--- src/rtl/core/vdh_pkg.sv ---
// Shared types and constants for the vertex deduplication table.
package vdh_pkg;

	localparam int COORD_W = 32;
	localparam int IDX_W   = 20;

	// Stream payload layout
	localparam int IN_TDATA_W  = 120;
	localparam int OUT_TDATA_W = 40;
	localparam int OUT_TUSER_W = 2;

	// tuser bit positions on the result stream
	localparam int USER_FOUND    = 0;
	localparam int USER_OVERFLOW = 1;

	// One way of a bucket row
	typedef struct packed {
		logic               vld;
		logic [COORD_W-1:0] x;
		logic [COORD_W-1:0] y;
		logic [COORD_W-1:0] z;
		logic [IDX_W-1:0]   orig;
		logic [IDX_W-1:0]   comp;
	} entry_t;

	localparam int ENTRY_W = $bits(entry_t);

	typedef enum logic [2:0] {
		ST_CLEAR,
		ST_IDLE,
		ST_HASH,
		ST_READ,
		ST_CMP
	} state_t;

endpackage

--- src/rtl/core/vdh_hash.sv ---
// Bucket hash: non-negative remainder of the coordinate sum by the bucket count.
module vdh_hash #(
	parameter int BUCKETS = 256,
	parameter int BW      = 8
) (
	input  logic                        clk,
	input  logic                        arst_n,
	input  logic                        start,
	input  logic [vdh_pkg::COORD_W-1:0] coord_x,
	input  logic [vdh_pkg::COORD_W-1:0] coord_y,
	input  logic [vdh_pkg::COORD_W-1:0] coord_z,
	output logic                        done,
	output logic [BW-1:0]               bucket
);

	import vdh_pkg::*;

	localparam bit POW2 = ((BUCKETS & (BUCKETS - 1)) == 0);

	generate
		if (POW2) begin : g_mask
			// two's complement low bits already give the non-negative remainder
			logic [BW-1:0] low_sum;

			assign low_sum = coord_x[BW-1:0] + coord_y[BW-1:0] + coord_z[BW-1:0];
			assign bucket  = (BUCKETS == 1) ? '0 : low_sum;
			assign done    = start;
		end else begin : g_recip
			localparam int SUM_W = 35;
			localparam int LO_W  = 17;
			localparam int HI_W  = SUM_W - LO_W;
			localparam int SHIFT = SUM_W + BW;
			localparam int M_W   = SUM_W + 2;
			localparam int PLO_W = LO_W + M_W;
			localparam int PHI_W = HI_W + M_W;
			localparam int ACC_W = SUM_W + M_W;
			// multiple of BUCKETS that lifts any three-coordinate sum above zero
			localparam logic [SUM_W-1:0] OFFS =
				SUM_W'(((64'd1 << 33) + 64'(BUCKETS) - 64'd1) / 64'(BUCKETS) * 64'(BUCKETS));
			// scaled reciprocal; exact quotient for every SUM_W-bit dividend
			localparam logic [M_W-1:0] RECIP =
				M_W'((64'd1 << SHIFT) / 64'(BUCKETS) + 64'd1);
			localparam logic [BW-1:0] BK = BW'(BUCKETS);

			logic [SUM_W-1:0] sum_ext;
			logic [SUM_W-1:0] u_q;
			logic [ACC_W-1:0] acc_q;
			logic [PLO_W-1:0] prod_lo;
			logic [PHI_W-1:0] prod_hi;
			logic [BW-1:0]    quot_lo;
			logic [BW-1:0]    qb_lo;
			logic [BW-1:0]    r_q;
			logic             ph1_q;
			logic             ph2_q;
			logic             ph3_q;
			logic             done_q;

			assign sum_ext = {{3{coord_x[COORD_W-1]}}, coord_x}
				+ {{3{coord_y[COORD_W-1]}}, coord_y}
				+ {{3{coord_z[COORD_W-1]}}, coord_z} + OFFS;

			// quotient by reciprocal multiply, low half then high half
			assign prod_lo = PLO_W'(u_q[LO_W-1:0]) * PLO_W'(RECIP);
			assign prod_hi = PHI_W'(u_q[SUM_W-1:LO_W]) * PHI_W'(RECIP);
			assign quot_lo = acc_q[SHIFT+BW-1:SHIFT];
			// remainder fits in BW bits, so only the low bits of quotient*BUCKETS matter
			assign qb_lo   = quot_lo * BK;

			always_ff @(posedge clk or negedge arst_n) begin
				if (!arst_n) begin
					ph1_q  <= 1'b0;
					ph2_q  <= 1'b0;
					ph3_q  <= 1'b0;
					done_q <= 1'b0;
				end else begin
					ph1_q  <= start;
					ph2_q  <= ph1_q;
					ph3_q  <= ph2_q;
					done_q <= ph3_q;
				end
			end

			always_ff @(posedge clk) begin
				if (start) begin
					u_q <= sum_ext;
				end
				if (ph1_q) begin
					acc_q <= ACC_W'(prod_lo);
				end else if (ph2_q) begin
					acc_q <= acc_q + {prod_hi, {LO_W{1'b0}}};
				end
				if (ph3_q) begin
					r_q <= u_q[BW-1:0] - qb_lo;
				end
			end

			assign done   = done_q;
			assign bucket = r_q;
		end
	endgenerate

endmodule

--- config.mk ---
export PLATFORM = sky130hd
export DESIGN_NAME = vdh_hash
export DESIGN_NICKNAME = d
export VERILOG_FILES = /design/src/rtl/core/vdh_pkg.sv /design/src/rtl/core/vdh_hash.sv
export SDC_FILE = /design/constraint.sdc
export NUM_CORES = 1
export LEC_CHECK = 0
export BUFFER_PORTS_ARGS = -buffer_cell sky130_fd_sc_hd__buf_2
export CAP_MARGIN = 20
export CORE_MARGIN = 5
export CORE_UTILIZATION = 25
export DETAILED_ROUTE_END_ITERATION = 6
export PLACE_DENSITY = 0.95
export SETUP_SLACK_MARGIN = 0.5
export SYNTH_ARGS = -nofsm -noshare
export SYNTH_HDL_FRONTEND = slang
export SYNTH_SLANG_ARGS = --single-unit
--- constraint.sdc ---
create_clock -name vclk -period 7.88
set_clock_uncertainty 0.05 [all_clocks]
set_input_delay 1.97 -clock vclk [all_inputs]
set_output_delay 1.97 -clock vclk [all_outputs]
set_load 0.03 [all_outputs]
* Yosys cells after proc, flatten, opt, wreduce, memory -nomap -nowiden
Cells that the tools add are included.
Word-level totals: input port bits 99, logic and storage cells 2, bits in registers 0, output and inout port bits 9
Operators by class: add/sub/neg operators 2
Operators by type and width (number):
- adder 8 bit | 2

* Depth between registers and ports, before layout
depth after elaboration 2, depth in mapped cells 10, mapped depth without buffers 10

* Least setup slack after synthesis
No wires, ideal clock.
path type input to output, from in coord_x[1] (netlist bit), to out bucket[7], cell stages on the path 8, path slack 1.842 ns, path buffers 0, data arrival time 4.018 ns, data required time 5.860 ns, cell sequence fa_1 > ha_1 > inv_1 > fa_1 > nor2b_4 > o31a_1 > o22ai_2 > xnor2_1
On the way: word-level cells in the longest chain between the ends 2
RTL lines:
- start: declaration | RTL line vdh_hash.sv:9 | input logic [vdh_pkg::COORD_W-1:0] coord_x,
- adder 8 bit (2 in series) | RTL line vdh_hash.sv:25 | assign low_sum = coord_x[BW-1:0] + coord_y[BW-1:0] + coord_z[BW-1:0];
- end: declaration | RTL line vdh_hash.sv:13 | output logic [BW-1:0] bucket
Every way passes these cells.

* Worst setup path in the final report
Same ends and word-level chain as after synthesis.

==> results.json <==
{
  "nClkBuffers": 0,
  "synth_area_leaders": "fa_1 (36%), ha_1 (17%), xnor2_1 (12%), inv_1 (8.5%), a21oi_1 (3.4%)",
  "period_share_pct": 76.8,
  "synth_area_um2": 439,
  "crit_path_start_kind": "input port",
  "dpl.hpwl_um": 988,
  "synthCells": 47,
  "hold_path.class": "in2out",
  "hold_buffers": 0,
  "finish.instance_area_um2": 613,
  "vdd_drop_max_uv": 107,
  "portBuffers": 32,
  "setup_violations": 0,
  "dr.pass1.iters": 1,
  "antenna_found_initial": 0,
  "setup_tns_ns": 0,
  "synth_top_area_share_pct": 36.5,
  "multi_input_area_um2": 394,
  "cp-end-kind": "output port",
  "grt_overflow_total": 0,
  "postCtsSetupBuffers": 0,
  "crit_family": "adder cells",
  "vias_per_cell": 4.40,
  "grt_pass1_wl_um": 1760,
  "slew_headroom_pct": 87.7,
  "slew_viol_final": 0,
  "core_region_area_um2": 1690,
  "p_per_area_nw_per_um2": 170,
  "ys_types": 17,
  "crit_buf_inv": 3,
  "outcome": "finished clean",
  "placed_cell_area_um2": 613,
  "grt_use_total_pct": 8.09,
  "io_pins": 108,
  "place.gp.congestion": 0.698,
  "cap_violations": 0,
  "wl_per_cell_um": 10.7,
  "rows": 15,
  "drive_above_1_share_pct": 44.9,
  "die-area_um2": 2690,
  "finalPower_mw": 0.104,
  "ys_seq_area_share_pct": 0,
  "start_util_pct": 26.0,
  "post_cts_resized": 0,
  "syn_avg_cell_area_um2": 9.34,
  "yosysTopAreaCell": "fa_1",
  "crit_required_ns": 5.86,
  "dieWidth_um": 51.9,
  "crit_path_top_delay_cell": "fa_1",
  "dr.first_iter.drc_count": 0,
  "grt_max_degree": 6,
  "min_path_cells": 0,
  "final_nets": 193,
  "cp_max_fo": 2,
  "area_growth_pct": 39.6,
  "vias": 418,
  "n_antenna_cell": 0,
  "ant_nets": 0,
  "yosysWarnings": 0,
  "crit_chain": "buf_2, fa_1, ha_1, inv_1, fa_1, nor2b_4, o31a_1, o22ai_2, xnor2_1, buf_2",
  "wl_um": 1020,
  "nFillCells": 186,
  "cp.arrival_ns": 4.04,
  "regArea_um2": 0,
  "rsz0062_at_grt": "false",
  "cp.depth": 10,
  "min_period_ns": 6.06,
  "leakage_nw": 0.331,
  "fp.dieH_um": 51.9,
  "timing.fmax_mhz": 165,
  "tightest_slew_ns": 0.183,
  "grt_pass1_vias": 443,
  "criticalPathCategory": "in2out",
  "drcViolationCount": 0,
  "seq_cell_count": 0,
  "synth_nets": 160,
  "critPathMaxStageDelay_ns": 0.55,
  "finalHoldViolations": 0,
  "holdWs_ns": 3.89
}
-- cells in the mapped netlist (2+ instances only) --
| master | instances |
|---|---|
| a21oi_1 | 3 |
| fa_1 | 8 |
| ha_1 | 6 |
| inv_1 | 10 |
| nand2_1 | 2 |
| nor2_1 | 2 |
| xnor2_1 | 6 |
-- routing by layer --
layer / GRT usage [%] / up-vias / wire [um]
li1: - / 209 / -
met1: 9.65 / 181 / 391
met2: 15.3 / 28 / 466
met3: 2.01 / 0 / 162
met4: 0 / 0 / 0
met5: 0 / - / 0
-- final cells by class --
class	count	area share (%)
timing repair buffer	32	26.1
inverter	10	6.12
tap	17	3.47
multi-input combinational	36	64.3
-- worst paths after layout --
kind | slack, ns | startpoint | to
worst min-delay path | 3.89 | start | done
worst max-delay path | 1.82 | coord_x[1] | bucket[7]
-- per-stage QoR --
step / std cells / util (%) / worst slack [ns]
floorplan: 47 / - / 1.84
global route: 95 / 36.3 / 1.68
CTS: 95 / 36.3 / 1.79
detailed placement: 95 / 36.3 / 1.83
finish: 95 / 36.3 / 1.82
global placement: 95 / 36.3 / 1.86
-- layout by cell type, fill, tap and decap left out, drive strengths merged --
master,instances
buf,32
inv,10
fa,8
xnor2,6
ha,6
a21oi,3
nand2,2
nor2,2
nor2b,2
o21a,1
o31a,1
or2,1
o22ai,1
xor2,1
o211ai,1
o21ai,1
-- logic make-up after synthesis --
| kind of cell | synth area share (%) |
|---|---|
| AOI/OAI and AO/OA | 12.8 |
| xor gates and xnor gates | 14.0 |
| and+or+nand+nor | 9.40 |
| buffers and inverters | 10.3 |
| adders and majority gates | 53.6 |
-- power by group --
part	leakage [nW]	internal (mW)	switching (mW)
registers	0	0	0
clock network	0	0	0
logic	0.331	0.0402	0.0640
total	0.331	0.0402	0.0640
No activity file was read; power rests on OpenSTA's default activity.
